<file path="config.mk">
export PLATFORM = sky130hd
export DESIGN_NAME = fifo_serial_port_registers_top
export DESIGN_NICKNAME = d
export VERILOG_FILES = /design/src/rtl/fspr_pkg.sv /design/src/rtl/fifo_serial_port_registers_top.sv /design/src/rtl/fspr_ram.sv /design/src/rtl/fspr_fifo.sv
export SDC_FILE = /design/constraint.sdc
export NUM_CORES = 1
export LEC_CHECK = 0
export ABC_AREA = 1
export BUFFER_PORTS_ARGS = -buffer_cell sky130_fd_sc_hd__buf_2
export CORE_ASPECT_RATIO = 1.4
export CORE_MARGIN = 2
export CORE_UTILIZATION = 50
export CTS_BUF_LIST = sky130_fd_sc_hd__clkbuf_4
export DETAILED_ROUTE_END_ITERATION = 12
export PLACE_DENSITY = 0.64
export SYNTH_ARGS = -nofsm -noshare
export SYNTH_HDL_FRONTEND = slang
export SYNTH_SLANG_ARGS = --single-unit
export TNS_END_PERCENT = 10
</file>
<file path="constraint.sdc">
create_clock -name clk_i -period 4.2 [get_ports clk_i]
set_input_delay 0.42 -clock clk_i [delete_from_list [all_inputs] [get_ports clk_i]]
set_output_delay 0.42 -clock clk_i [all_outputs]
set_load 0.05 [all_outputs]
</file>
<file path="src/rtl/fspr_pkg.sv">
// Shared types and constants for the serial port register block.
// Used by fspr_fifo and fifo_serial_port_registers_top; no dependencies.
package fspr_pkg;

  typedef enum logic [1:0] {
    CMD_BUS_READ  = 2'd0,
    CMD_BUS_WRITE = 2'd1,
    CMD_LINE_RX   = 2'd2,
    CMD_LINE_TX   = 2'd3
  } fspr_cmd_e;

  typedef enum logic [2:0] {
    REG_DATA   = 3'd0,
    REG_FLAG   = 3'd1,
    REG_RAW    = 3'd2,
    REG_CLEAR  = 3'd3,
    REG_MASK   = 3'd4,
    REG_MASKED = 3'd5
  } fspr_reg_e;

  // Bit positions in the flag register.
  localparam int unsigned FlagTxEmpty = 3;
  localparam int unsigned FlagTxFull  = 2;
  localparam int unsigned FlagRxEmpty = 1;
  localparam int unsigned FlagRxFull  = 0;

  // Interrupt bits in raw status and mask.
  localparam logic [1:0] IntTx = 2'b10;
  localparam logic [1:0] IntRx = 2'b01;

  typedef struct packed {
    logic empty;
    logic full;
  } fspr_fifo_status_t;

endpackage

</file>
<file path="src/rtl/fifo_serial_port_registers_top.sv">
// Top level of the serial port register block.
// Depends on fspr_pkg and fspr_fifo (which uses fspr_ram).
//
// Usage. Each input word carries one command: a bus read or bus write of one
// of six registers (data, flag, raw status, clear, mask, masked status), a byte
// delivered by the line into the receive FIFO, or a request from the line for
// the next byte to send. Each input word produces exactly one result word with
// the bus read data, the transmitted byte and its valid bit, and the irq level
// after the command has taken effect.
//
// Both channels use valid/ready. All FIFO pointers, counts and status bits are
// updated at the edge where the input word is accepted; the popped byte is read
// from the FIFO RAM at that same edge and joins its word in the second stage.
// The input word is registered in the middle stage and then in the result
// register, from which it is offered.
// One word is accepted every cycle while the receiver keeps taking results.
//
// When the receiver stalls, the result register holds its word and the middle
// stage fills; then ready is dropped on the input side until the result is
// taken. Nothing is lost or repeated. After reset both FIFOs are empty, the
// raw status is clear and every interrupt is masked, so none is pending.
module fifo_serial_port_registers_top import fspr_pkg::*; #(
  parameter int unsigned FIFO_DEPTH = 32
) (
  input  logic       clk_i,
  input  logic       rst_ni,
  input  logic       in_valid_i,
  output logic       in_ready_o,
  input  logic [1:0] cmd_i,
  input  logic [2:0] reg_index_i,
  input  logic [7:0] wdata_i,
  input  logic [7:0] rx_byte_i,
  output logic       out_valid_o,
  input  logic       out_ready_i,
  output logic [7:0] rdata_o,
  output logic       tx_valid_o,
  output logic [7:0] tx_byte_o,
  output logic       irq_o
);

  logic              accept;
  logic              s1_advance;
  fspr_fifo_status_t tx_status, rx_status;
  logic [7:0]        tx_ram_data, rx_ram_data;
  logic              is_read, is_write, is_data;
  logic              tx_push, tx_pop, rx_push, rx_pop;
  logic [1:0]        raw_q, raw_d;
  logic [1:0]        mask_q, mask_d;
  logic [7:0]        reg_rdata;
  logic [3:0]        flag_bits;

  // Middle stage: item control results waiting for the RAM read data.
  logic       s1_valid_q;
  logic [7:0] s1_rdata_q;
  logic       s1_rx_sel_q;
  logic       s1_tx_sel_q;
  logic       s1_irq_q;

  // Result register.
  logic       out_valid_q;
  logic [7:0] out_rdata_q;
  logic       out_tx_valid_q;
  logic [7:0] out_tx_byte_q;
  logic       out_irq_q;

  // The middle stage moves on when the result register is empty or being taken.
  assign s1_advance = !out_valid_q || out_ready_i;
  assign in_ready_o = !s1_valid_q || s1_advance;
  assign accept     = in_valid_i && in_ready_o;

  assign is_read  = (cmd_i == CMD_BUS_READ);
  assign is_write = (cmd_i == CMD_BUS_WRITE);
  assign is_data  = (reg_index_i == REG_DATA);

  assign tx_push = accept && is_write && is_data;
  assign rx_pop  = accept && is_read && is_data && !rx_status.empty;
  assign rx_push = accept && (cmd_i == CMD_LINE_RX);
  assign tx_pop  = accept && (cmd_i == CMD_LINE_TX) && !tx_status.empty;

  fspr_fifo #(.DEPTH(FIFO_DEPTH)) u_tx_fifo (
    .clk_i    (clk_i),
    .rst_ni   (rst_ni),
    .push_i   (tx_push),
    .wdata_i  (wdata_i),
    .pop_i    (tx_pop),
    .rdata_o  (tx_ram_data),
    .status_o (tx_status)
  );

  fspr_fifo #(.DEPTH(FIFO_DEPTH)) u_rx_fifo (
    .clk_i    (clk_i),
    .rst_ni   (rst_ni),
    .push_i   (rx_push),
    .wdata_i  (rx_byte_i),
    .pop_i    (rx_pop),
    .rdata_o  (rx_ram_data),
    .status_o (rx_status)
  );

  always_comb begin
    flag_bits              = '0;
    flag_bits[FlagTxEmpty] = tx_status.empty;
    flag_bits[FlagTxFull]  = tx_status.full;
    flag_bits[FlagRxEmpty] = rx_status.empty;
    flag_bits[FlagRxFull]  = rx_status.full;

    // Register reads other than data; the data byte arrives from the RAM later.
    reg_rdata = '0;
    if (is_read) begin
      case (reg_index_i)
        REG_FLAG:   reg_rdata = {4'b0000, flag_bits};
        REG_RAW:    reg_rdata = {6'b000000, raw_q};
        REG_MASK:   reg_rdata = {6'b000000, mask_q};
        REG_MASKED: reg_rdata = {6'b000000, raw_q & mask_q};
        default:    reg_rdata = '0;
      endcase
    end

    // Status after the command; the received-byte bit sets even when full.
    raw_d  = raw_q;
    mask_d = mask_q;
    if (is_write && (reg_index_i == REG_CLEAR)) begin
      raw_d = raw_q & ~wdata_i[1:0];
    end
    if (is_write && (reg_index_i == REG_MASK)) begin
      mask_d = wdata_i[1:0];
    end
    if (rx_push) begin
      raw_d = raw_d | IntRx;
    end
    if (tx_pop) begin
      raw_d = raw_d | IntTx;
    end
  end

  always_ff @(posedge clk_i or negedge rst_ni) begin
    if (!rst_ni) begin
      raw_q       <= '0;
      mask_q      <= '0;
      s1_valid_q  <= 1'b0;
      out_valid_q <= 1'b0;
    end else begin
      if (accept) begin
        raw_q  <= raw_d;
        mask_q <= mask_d;
      end
      if (in_ready_o) begin
        s1_valid_q <= in_valid_i;
      end
      if (s1_advance) begin
        out_valid_q <= s1_valid_q;
      end
    end
  end

  always_ff @(posedge clk_i) begin
    if (accept) begin
      s1_rdata_q  <= reg_rdata;
      s1_rx_sel_q <= rx_pop;
      s1_tx_sel_q <= tx_pop;
      s1_irq_q    <= |(raw_d & mask_d);
    end
    if (s1_advance && s1_valid_q) begin
      out_rdata_q    <= s1_rx_sel_q ? rx_ram_data : s1_rdata_q;
      out_tx_valid_q <= s1_tx_sel_q;
      out_tx_byte_q  <= s1_tx_sel_q ? tx_ram_data : 8'h00;
      out_irq_q      <= s1_irq_q;
    end
  end

  assign out_valid_o = out_valid_q;
  assign rdata_o     = out_rdata_q;
  assign tx_valid_o  = out_tx_valid_q;
  assign tx_byte_o   = out_tx_byte_q;
  assign irq_o       = out_irq_q;

  // A full middle stage behind a stalled result must hold off new input.
  assert property (@(posedge clk_i) disable iff (!rst_ni)
    (s1_valid_q && out_valid_q && !out_ready_i) |-> !in_ready_o)
    else $error("input accepted while both stages are stalled");

  // A line transmit request on an empty FIFO must not select RAM data.
  assert property (@(posedge clk_i) disable iff (!rst_ni)
    (accept && (cmd_i == CMD_LINE_TX) && tx_status.empty) |=> !s1_tx_sel_q)
    else $error("transmit byte selected from an empty FIFO");

  // A transmitted byte and bus read data never belong to the same word.
  assert property (@(posedge clk_i) disable iff (!rst_ni)
    (out_valid_o && tx_valid_o) |-> (rdata_o == 8'h00))
    else $error("read data present on a line transmit result");

endmodule

</file>
<file path="src/rtl/fspr_ram.sv">
// Generic single-write, single-read RAM with a registered read port.
// No dependencies.
module fspr_ram #(
  parameter int unsigned WIDTH = 8,
  parameter int unsigned DEPTH = 32,
  parameter int unsigned AW    = $clog2(DEPTH)
) (
  input  logic             clk_i,
  input  logic             we_i,
  input  logic [AW-1:0]    waddr_i,
  input  logic [WIDTH-1:0] wdata_i,
  input  logic             re_i,
  input  logic [AW-1:0]    raddr_i,
  output logic [WIDTH-1:0] rdata_o
);

  logic [WIDTH-1:0] mem_q [DEPTH];
  logic [WIDTH-1:0] rdata_q;

  always_ff @(posedge clk_i) begin
    if (we_i) begin
      mem_q[waddr_i] <= wdata_i;
    end
    if (re_i) begin
      rdata_q <= mem_q[raddr_i];
    end
  end

  assign rdata_o = rdata_q;

endmodule

</file>
<file path="src/rtl/fspr_fifo.sv">
// Byte FIFO: head pointer, fill count and a RAM holding the entries.
// Depends on fspr_pkg and fspr_ram.
module fspr_fifo import fspr_pkg::*; #(
  parameter int unsigned DEPTH = 32
) (
  input  logic              clk_i,
  input  logic              rst_ni,
  input  logic              push_i,
  input  logic [7:0]        wdata_i,
  input  logic              pop_i,
  output logic [7:0]        rdata_o,
  output fspr_fifo_status_t status_o
);

  localparam int unsigned AW = $clog2(DEPTH);
  localparam int unsigned CW = $clog2(DEPTH + 1);

  logic [AW-1:0] head_q, head_d;
  logic [CW-1:0] count_q, count_d;
  logic          push_ok, pop_ok;
  logic [AW:0]   tail_sum;
  logic [AW-1:0] waddr;

  assign status_o.empty = (count_q == '0);
  assign status_o.full  = (count_q == CW'(DEPTH));

  assign push_ok = push_i && !status_o.full;
  assign pop_ok  = pop_i && !status_o.empty;

  // The write slot is head plus count, wrapped once at the depth.
  assign tail_sum = (AW+1)'(head_q) + (AW+1)'(count_q);

  always_comb begin
    if (tail_sum >= (AW+1)'(DEPTH)) begin
      waddr = AW'(tail_sum - (AW+1)'(DEPTH));
    end else begin
      waddr = AW'(tail_sum);
    end

    head_d = head_q;
    if (pop_ok) begin
      if (head_q == AW'(DEPTH - 1)) begin
        head_d = '0;
      end else begin
        head_d = head_q + 1'b1;
      end
    end

    count_d = count_q;
    if (push_ok && !pop_ok) begin
      count_d = count_q + 1'b1;
    end else if (pop_ok && !push_ok) begin
      count_d = count_q - 1'b1;
    end
  end

  always_ff @(posedge clk_i or negedge rst_ni) begin
    if (!rst_ni) begin
      head_q  <= '0;
      count_q <= '0;
    end else begin
      head_q  <= head_d;
      count_q <= count_d;
    end
  end

  fspr_ram #(
    .WIDTH (8),
    .DEPTH (DEPTH)
  ) u_ram (
    .clk_i   (clk_i),
    .we_i    (push_ok),
    .waddr_i (waddr),
    .wdata_i (wdata_i),
    .re_i    (pop_ok),
    .raddr_i (head_q),
    .rdata_o (rdata_o)
  );

endmodule
</file>
==> results by stage, run 1 <==
Status:
- The run finished with clean final reports.

Setup path:
- The arrival time of data at the critical path endpoint is around 3.7 ns.
- The critical path in this run is classified as flip-flop to flip-flop.
- Along the worst path, the maximum fanout reaches 67.
- Measured in cells, the most critical reg-to-reg path has a length of 10.
- The slowest stage of the critical path belongs to the cell sky130_fd_sc_hd__dfrtp_4.
- The highest cell delay on the worst timing path is between 0.8 and 0.9 ns.
- Walking the worst path, the cells encountered are ha_1 -> inv_1 -> fa_1 -> inv_1 -> nand3_1 -> nand2_1 -> xor2_1 -> nor2_1 -> nand2_1 -> nor2_1.
- The nature of the critical path endpoint is a flip-flop.
- At the worst endpoint, the required time is 4.66 ns.
- STA classifies the critical path startpoint as a flip-flop.

GRT:
- The total congestion overflow after global routing is 0.
- The number of antenna violations at the first check in global routing is 1.
- The number of global-route vias before repair is approximately 18000.
- The global-route wire length before repair is ~95000 µm.
- The global-route total usage across every layer is between 20% and 30%.
- Entering global routing, the biggest net connects 75 pins.

Timing:
- The final clock period utilization by the worst path is around four fifths.
- The maximum clock frequency is between 300 and 400 MHz.
- The smallest clock period supported by the final layout is computed as ~3.3 ns.
- Hold timing on the final database bottoms out at a slack of between 0.1 and 0.15 ns.
- The actual slew at the worst max-slew pin is between 1 and 1.5 ns.
- The total negative slack for setup checks is 0 ns.
- Measured against its own limit, the worst slew margin works out to between 20 and 30%.
- For the final database, setup skew stands at just under 0.05 ns.
- The hold violation count in the final report is 0.
- The number of slew-limit violations in the final report was 0.
- The number of failing setup endpoints in the final timing report is 0.
- Setup repair after global routing left no endpoint under its margin.

Cells and area:
- The number of cells in the finished layout apart from fillers is roughly 3300.
- From synthesis to final layout, the design area changed by 9.369%.
- The final net count is about 2600.
- The layout cell share with drive strength beyond 1 is between 10 and 15%.
- Summing all non-filler instances in the final layout gives an area of 28090 µm².

Placement:
- The placed instances occupy a cell area of roughly 26000 µm².
- Routability-driven placement finished with a final weighted congestion of roughly 0.93.
- The half-perimeter wire length after detailed placement is between 30000 and 40000 µm.
- Counting tap cells, the placed design contains a total of just over 3000 instances.
- In this run the tool buffered the top-level ports with 44 buffer cells.

CTS:
- In this run the number of H-tree levels came out at 4.
- Clock latency on the worst-skew pair, taken at its later pin, is around 0.86 ns.
- The longest clock path from root to sink contains 3 buffers.
- Clock tree synthesis selected as its root buffer the cell sky130_fd_sc_hd__clkbuf_4.
- The number of clock sinks is between 500 and 600.
- TritonCTS created between 100 and 150 clock buffers.
- After clock tree synthesis, the clock-pin slew on the worst setup and hold paths is roughly 0.060 ns.
- The clock tree from TritonCTS is built.
- The number of setup buffers added after CTS is 0.

Routing:
- The DRC violation count after routing is 0.
- After the first detailed-routing iteration, the DRC count stood at between 1000 and 1500.
- For this block, the via count after detailed routing is about 17000.
- Once detail routing completed, the nets flagged for antenna violations numbered 0.
- After detailed routing, the total wire length is 62090 µm.
- The average detailed-routed wire length per instance is between 15 and 20 µm.
- The average vias per placed instance is 5.217.
- The pre-antenna-repair detailed-routing pass consisted of 5 iterations.

Yosys:
- The register bit count reported by yosys is between 500 and 600.
- The number of unique standard cell types used by synthesis is 40.
- The synthesized area per cell is just over 10 µm².
- Synthesis produced a netlist with a net count of between 2000 and 3000.
- In the synthesized netlist the dominant register cell turns out to be sky130_fd_sc_hd__edfxtp_1.
- Summing every instance area after synthesis gives approximately 26000 µm².
- The count of warnings emitted by yosys is 0.
- The synthesized netlist cell count is about 2500.
- The synthesized design contains 553 enable-type register cells.
- The share of the Yosys chip area taken by registers is approximately two thirds.
- Counting flops with an async set or reset pin after synthesis yields a share of around 4.8%.

Floorplan:
- The number of placed I/O pins is between 40 and 50.
- The die is roughly 200 µm wide.
- The row count is 98.
- The die extent in y is 272.2 µm.
- The initial core utilization is about half.
- The total die area is ~53000 µm².
- The core region is around 51000 µm².

Power and ir drop:
- The power per cell area is 587.4 nW/µm².
- The maximum vdd drop is about 0.00039 V.
- Summing internal, switching and leakage power gives 16500 µW.
- The cell leakage power is about 0.012 µW.

Worst hold path:
- The class of the most critical hold timing path is primary input to flip-flop.
- The number of cells on the worst hold path is 4.

Job:
- The tool flagged a number of max-cap violations equal to 0.
-- power by group --
| group | internal (µW) | switching, µW |
|---|---|---|
| logic | 1430 | 3600 |
| registers | 6600 | 370 |
| clock network | 2310 | 2180 |
| total | 10300 | 6160 |
-- sequential cells by signal, indices dropped and copies added (netlist names) --
signal                   flops
u_rx_fifo.u_ram.mem_q      256
u_tx_fifo.u_ram.mem_q      256
rdata_o                      8
tx_byte_o                    8
u_rx_fifo.u_ram.rdata_o      8
u_tx_fifo.u_ram.rdata_o      8
u_rx_fifo.count_q            6
u_tx_fifo.count_q            6
u_rx_fifo.head_q             5
u_tx_fifo.head_q             5
s1_rdata_q                   4
mask_q                       2
raw_q                        2
irq_o                        1
out_valid_o                  1
s1_irq_q                     1
s1_rx_sel_q                  1
s1_tx_sel_q                  1
s1_valid_q                   1
tx_valid_o                   1
-- worst paths after layout --
check / endpoint / slack, ns / start
min reg2reg: irq_o$_DFFE_PP_ / 0.40 / s1_irq_q$_DFFE_PP_
max: u_tx_fifo.u_ram.mem_q[23][1]$_DFFE_PP_ / 0.92 / u_tx_fifo.head_q[0]$_DFFE_PN0P_
min in group asynchronous: u_rx_fifo.count_q[5]$_DFFE_PN0P_ / 0.16 / rst_ni
max reg2reg: u_tx_fifo.u_ram.mem_q[23][1]$_DFFE_PP_ / 0.92 / u_tx_fifo.head_q[0]$_DFFE_PN0P_
min: s1_rdata_q[3]$_SDFFCE_PP0P_ / 0.11 / reg_index_i[2]
max in group asynchronous: u_rx_fifo.head_q[0]$_DFFE_PN0P_ / 3.46 / rst_ni
-- cells in the mapped netlist (2+ instances only) --
library cell / count / area [µm²]
sky130_fd_sc_hd__a21oi_1: 26 / 130.1
sky130_fd_sc_hd__a31oi_1: 3 / 18.77
sky130_fd_sc_hd__buf_1: 4 / 15.01
sky130_fd_sc_hd__buf_2: 52 / 260.3
sky130_fd_sc_hd__buf_4: 16 / 120.1
sky130_fd_sc_hd__buf_6: 7 / 78.83
sky130_fd_sc_hd__clkbuf_1: 26 / 97.59
sky130_fd_sc_hd__clkinv_1: 6 / 22.52
sky130_fd_sc_hd__dfrtp_1: 28 / 700.7
sky130_fd_sc_hd__edfxtp_1: 553 / 16610
sky130_fd_sc_hd__fa_1: 4 / 80.08
sky130_fd_sc_hd__ha_1: 22 / 275.3
sky130_fd_sc_hd__inv_1: 298 / 1119
sky130_fd_sc_hd__inv_2: 5 / 18.77
sky130_fd_sc_hd__mux2_2: 4 / 45.04
sky130_fd_sc_hd__nand2_1: 807 / 3029
sky130_fd_sc_hd__nand2_2: 4 / 25.02
sky130_fd_sc_hd__nand3_1: 293 / 1466
sky130_fd_sc_hd__nand3_4: 5 / 87.58
sky130_fd_sc_hd__nand3b_1: 2 / 15.01
sky130_fd_sc_hd__nand4_1: 4 / 25.02
sky130_fd_sc_hd__nor2_1: 192 / 720.7
sky130_fd_sc_hd__nor3_1: 4 / 20.02
sky130_fd_sc_hd__o2111ai_1: 2 / 17.52
sky130_fd_sc_hd__o21ai_0: 47 / 235.2
sky130_fd_sc_hd__o21ai_1: 11 / 55.05
sky130_fd_sc_hd__o22ai_1: 2 / 12.51
sky130_fd_sc_hd__or2_1: 25 / 156.4
sky130_fd_sc_hd__or2_2: 2 / 12.51
sky130_fd_sc_hd__xnor2_1: 8 / 70.07
sky130_fd_sc_hd__xor2_1: 4 / 35.03
-- layout by cell type, fill, tap and decap left out, types with 5 or more instances in the layout --
cell,synthesis,final
sky130_fd_sc_hd__a21oi_1,26,25
sky130_fd_sc_hd__buf_2,52,44
sky130_fd_sc_hd__buf_4,16,13
sky130_fd_sc_hd__clkbuf_4,0,199
sky130_fd_sc_hd__clkinv_1,6,38
sky130_fd_sc_hd__clkinv_2,0,9
sky130_fd_sc_hd__dfrtp_1,28,24
sky130_fd_sc_hd__dlygate4sd3_1,0,9
sky130_fd_sc_hd__edfxtp_1,553,553
sky130_fd_sc_hd__ha_1,22,22
sky130_fd_sc_hd__inv_1,298,297
sky130_fd_sc_hd__inv_2,5,9
sky130_fd_sc_hd__nand2_1,807,807
sky130_fd_sc_hd__nand3_1,293,293
sky130_fd_sc_hd__nand3_4,5,5
sky130_fd_sc_hd__nor2_1,192,192
sky130_fd_sc_hd__o21ai_0,47,47
sky130_fd_sc_hd__o21ai_1,11,11
sky130_fd_sc_hd__or2_1,25,25
sky130_fd_sc_hd__xnor2_1,8,8
-- worst max-delay path, delay by kind of cell, from the launching register on --
| kind | cells | cell delay [ns] |
|---|---|---|
| flops | 1 | 0.85 |
| buf+inv | 2 | 0.13 |
| fa+ha+maj | 2 | 0.70 |
| xor+xnor | 1 | 0.10 |
| simple gates | 5 | 1.09 |
-- stage by stage --
| stage | util [%] | setup slack [ns] |
|---|---|---|
| 6_report | 55.20 | 0.9180 |
| 3_5_place_dp | 51.60 | 0.9013 |
| 4_1_cts | 55.19 | 0.8738 |
| 5_1_grt | 55.19 | 0.6179 |
| 2_1_floorplan | - | 1.304 |
| 3_3_place_gp | 51.60 | 0.9935 |
-- area by class of cell --
cell class / instances / area [µm²]
multi-input combinational: 1479 / 6639
tap: 650 / 813.3
clock inverter: 47 / 244.0
clock buffer: 199 / 1494
timing repair buffer: 66 / 407.9
fill: 4449 / 22800
sequential: 581 / 17320
inverter: 310 / 1169
antenna: 2 / 5.005
-- cells by family (layout without fill, tap and decap cells) --
| group | count (synthesis) | after routing | share of synthesized area, % |
|---|---|---|---|
| muxes | 4 | 4 | 0.1754 |
| DFF | 581 | 581 | 67.39 |
| AOI/OAI and AO/OA | 93 | 93 | 1.890 |
| xor gates and xnor gates | 13 | 13 | 0.4726 |
| and+or+nand+nor | 1343 | 1343 | 21.91 |
| buffers and inverters | 415 | 622 | 6.777 |
| other | 0 | 2 | 0 |
| adders and majority gates | 26 | 26 | 1.384 |
-- per-layer routing --
| metal | track usage [%] | routed length [µm] |
|---|---|---|
| met1 | 25.39 | 22810 |
| met2 | 43.69 | 32800 |
| met3 | 4.359 | 2948 |
| met4 | 14.97 | 3544 |
| met5 | 0 | 0 |
-- what timing repair did --
item / in CTS / in global routing
hold endpoints to repair: 51 / 0
hold buffers: 9 / 0
gates resized for setup: 0 / 0
setup endpoints to repair: 0 / 0
Power figures use the tool's default switching activity.
==> inputs of run 2 (changes only) <==
Clock period 4.2 ns to 3.36 ns, I/O delays scaled along.
==> results by stage, run 2 (synthesized netlist as in run 1, its figures left out) <==
Status:
- The flow ran to the end, and the final reports show no timing, DRC or antenna violations.

Floorplan:
- The initial utilization of the core area, before any placement, comes to around half.
- The total die area is approximately 53000 µm².
- The die extent in y is 272.2 µm.
- For this design the top-level I/O count stands at 45.
- The row count is ~100.
- The die is 195.5 µm wide.
- The floorplan step defined a core boundary enclosing about 51000 µm².

Power and ir drop:
- The power per cell area is around 740 nW/µm².
- VDD sags by at most 0.0004033 V.
- The cell leakage power is about 0.012 µW.
- The total chip power is 21150 µW.

Timing:
- The actual slew at the worst max-slew pin is ~1.1 ns.
- Setup repair after global routing left no endpoint under its margin.
- Across the routed clock network, the largest skew measured is about 0.081 ns.
- The hold violation count in the final report is 0.
- The tightest slew margin relative to the limit is roughly 29%.
- The final clock period utilization by the worst path is 86.91%.
- Setup violations remaining at the end of the flow were counted as 0.
- The number of slew-limit violations in the final report is 0.
- After routing, the total negative slack on setup checks comes to 0 ns.
- Derived from the worst setup path, the maximum achievable clock frequency is 342.4 MHz.
- The final critical-path required period is between 2 and 3 ns.

Cells and area:
- In the layout the commonest cells are sky130_fd_sc_hd__nand2_1 (807), sky130_fd_sc_hd__edfxtp_1 (553), sky130_fd_sc_hd__inv_1 (297).
- The most common cell after layout, fill and taps aside is sky130_fd_sc_hd__nand2_1.
- In the final layout, the share of cells above drive strength 1 is 12.24%.
- The net count of the finished layout is approximately 2700.
- The area added between synthesis and finish is 10.70%.
- In the final layout, the registers with the most flip-flops are u_rx_fifo.u_ram.mem_q: 256 flops, u_tx_fifo.u_ram.mem_q: 256 flops.

Setup path:
- Data on the critical path is required at its endpoint by around 3.9 ns.
- In this run the worst path has a maximum fanout of 8.
- The arrival time of data at the critical path endpoint is 3.43 ns.
- The nature of the critical path endpoint is a flip-flop.
- The worst setup path is launched from a flip-flop.
- The critical path is of the flip-flop to flip-flop type.

CTS:
- The number of clock buffers added by TritonCTS is ~140.
- The clock tree from TritonCTS is built.
- Clock latency on the worst-skew pair, taken at its later pin, is about 0.91 ns.
- The number of gates resized after CTS was 0.
- The clock transition at the registers of the reported paths is roughly 0.07 ns.
- The clock root buffer master is sky130_fd_sc_hd__clkbuf_4.
- The maximum buffer depth of the clock tree is 3.
- The H-tree level count is 4.
- The clock net in this run drives a total of between 500 and 600 sinks.

Routing:
- Before antenna repair, the detailed router went through 8 iterations.
- In the final routed layout, each cell accounts on average for 18.86 µm.
- The average vias per placed instance is ~5.2.
- The detailed-route via count is between 15000 and 20000.
- The first routing iteration left roughly 1300 violations.
- The DRC violation count after routing is 0.
- The post-detailed-route count of antenna-violating nets is 0.
- The total wirelength of the detailed-routed design is between 60000 and 70000 µm.

GRT:
- For this run the aggregate overflow at the end of global routing stands at 0.
- The number of global-route vias before repair is between 15000 and 20000.
- The number of antenna violations at the first check in global routing was 1.
- The first global-routing pass estimated ~100000 µm of wire.
- The global-route total usage across every layer is between 20% and 30%.
- Entering global routing, the biggest net connects just under 100 pins.

Placement:
- The final estimated routing congestion in global placement is approximately 0.9.
- The count of input and output buffers is between 40 and 50.
- The HPWL after detailed placement is between 40000 and 50000 µm.

Job:
- The max-capacitance violation count is 0.

Worst hold path:
- The class of the most critical hold timing path is primary input to asynchronous set/reset pin.
## run 2: changes by cell type in the layout (fill, tap and decap cells not counted), sizes merged
cell	before	now
buf	57	74
bufinv	2	6
clkbuf	199	202
diode	2	1
dlygate4sd3	9	14
inv	307	309
## run 2: through the flow
stage               cells  hold WS [ns]  utilization [%]  worst slack (ns)  cell area (µm²)
finish               3364       0.05301            55.87            0.4397            28430
global route         3364       0.09568            55.87            0.2341            28430
CTS                  3363       0.01674            55.87            0.4377            28430
detailed placement   3094        0.4231            51.87            0.4503            26400
global placement     3094        0.4038            51.87            0.4913            26400
floorplan            2475       0.04041                -            0.4635            25680
## run 2: per-layer routing
layer	track usage [%]	share of wire [%]	vias up
met4	15.29	5.2	0
li1	-	-	8454
met5	0	0	-
met1	25.96	36	8402
met2	45.11	53	614
met3	3.640	5.1	173
## run 2: area by class of cell
| type | instances | area [µm²] |
|---|---|---|
| multi-input cells | 1479 | 6639 |
| fillers | 4381 | 22460 |
| diodes | 1 | 2.502 |
| repair buffers | 88 | 598.1 |
| clock buffers | 202 | 1516 |
| inverters | 310 | 1169 |
| clock inverters | 53 | 376.6 |
| well taps | 650 | 813.3 |
| flip-flops and latches | 581 | 17320 |
## run 2: path summary, 6_finish.rpt
kind	slack, ns	start	endpoint	depth (start not counted)
min reg2reg	0.44	s1_irq_q$_DFFE_PP_	irq_o$_DFFE_PP_	0
max	0.44	u_rx_fifo.count_q[0]$_DFFE_PN0P_	u_rx_fifo.u_ram.mem_q[9][1]$_DFFE_PP_	10
max reg2reg	0.44	u_rx_fifo.count_q[0]$_DFFE_PN0P_	u_rx_fifo.u_ram.mem_q[9][1]$_DFFE_PP_	10
min	0.05	rst_ni	u_rx_fifo.count_q[1]$_DFFE_PN0P_	2
min in group clk_i	0.09	wdata_i[2]	u_tx_fifo.u_ram.mem_q[3][2]$_DFFE_PP_	1
max in group asynchronous	2.72	rst_ni	u_tx_fifo.head_q[0]$_DFFE_PN0P_	2
## run 2: timing repair
action                                 in CTS  in global routing
buffers inserted                            0                  0
hold buffers                               14                  0
endpoints found under the hold margin      53                  0
## run 2: critical path, cell delays in order, from the launching register on
cell,delay (ns)
sky130_fd_sc_hd__dfrtp_1,0.47
sky130_fd_sc_hd__ha_1,0.21
sky130_fd_sc_hd__inv_1,0.06
sky130_fd_sc_hd__fa_1,0.41
sky130_fd_sc_hd__o21bai_1,0.17
sky130_fd_sc_hd__nand2_1,0.06
sky130_fd_sc_hd__nand2_1,0.11
sky130_fd_sc_hd__nand2_1,0.06
sky130_fd_sc_hd__nand2_1,0.14
sky130_fd_sc_hd__nand3_1,0.24
sky130_fd_sc_hd__nor2_1,0.61
## run 2: power by group
part	switching, µW	total [µW]	internal [µW]
clock network	2780	6030	3250
registers	234	8490	8260
logic	4760	6620	1860
total	7780	21200	13400
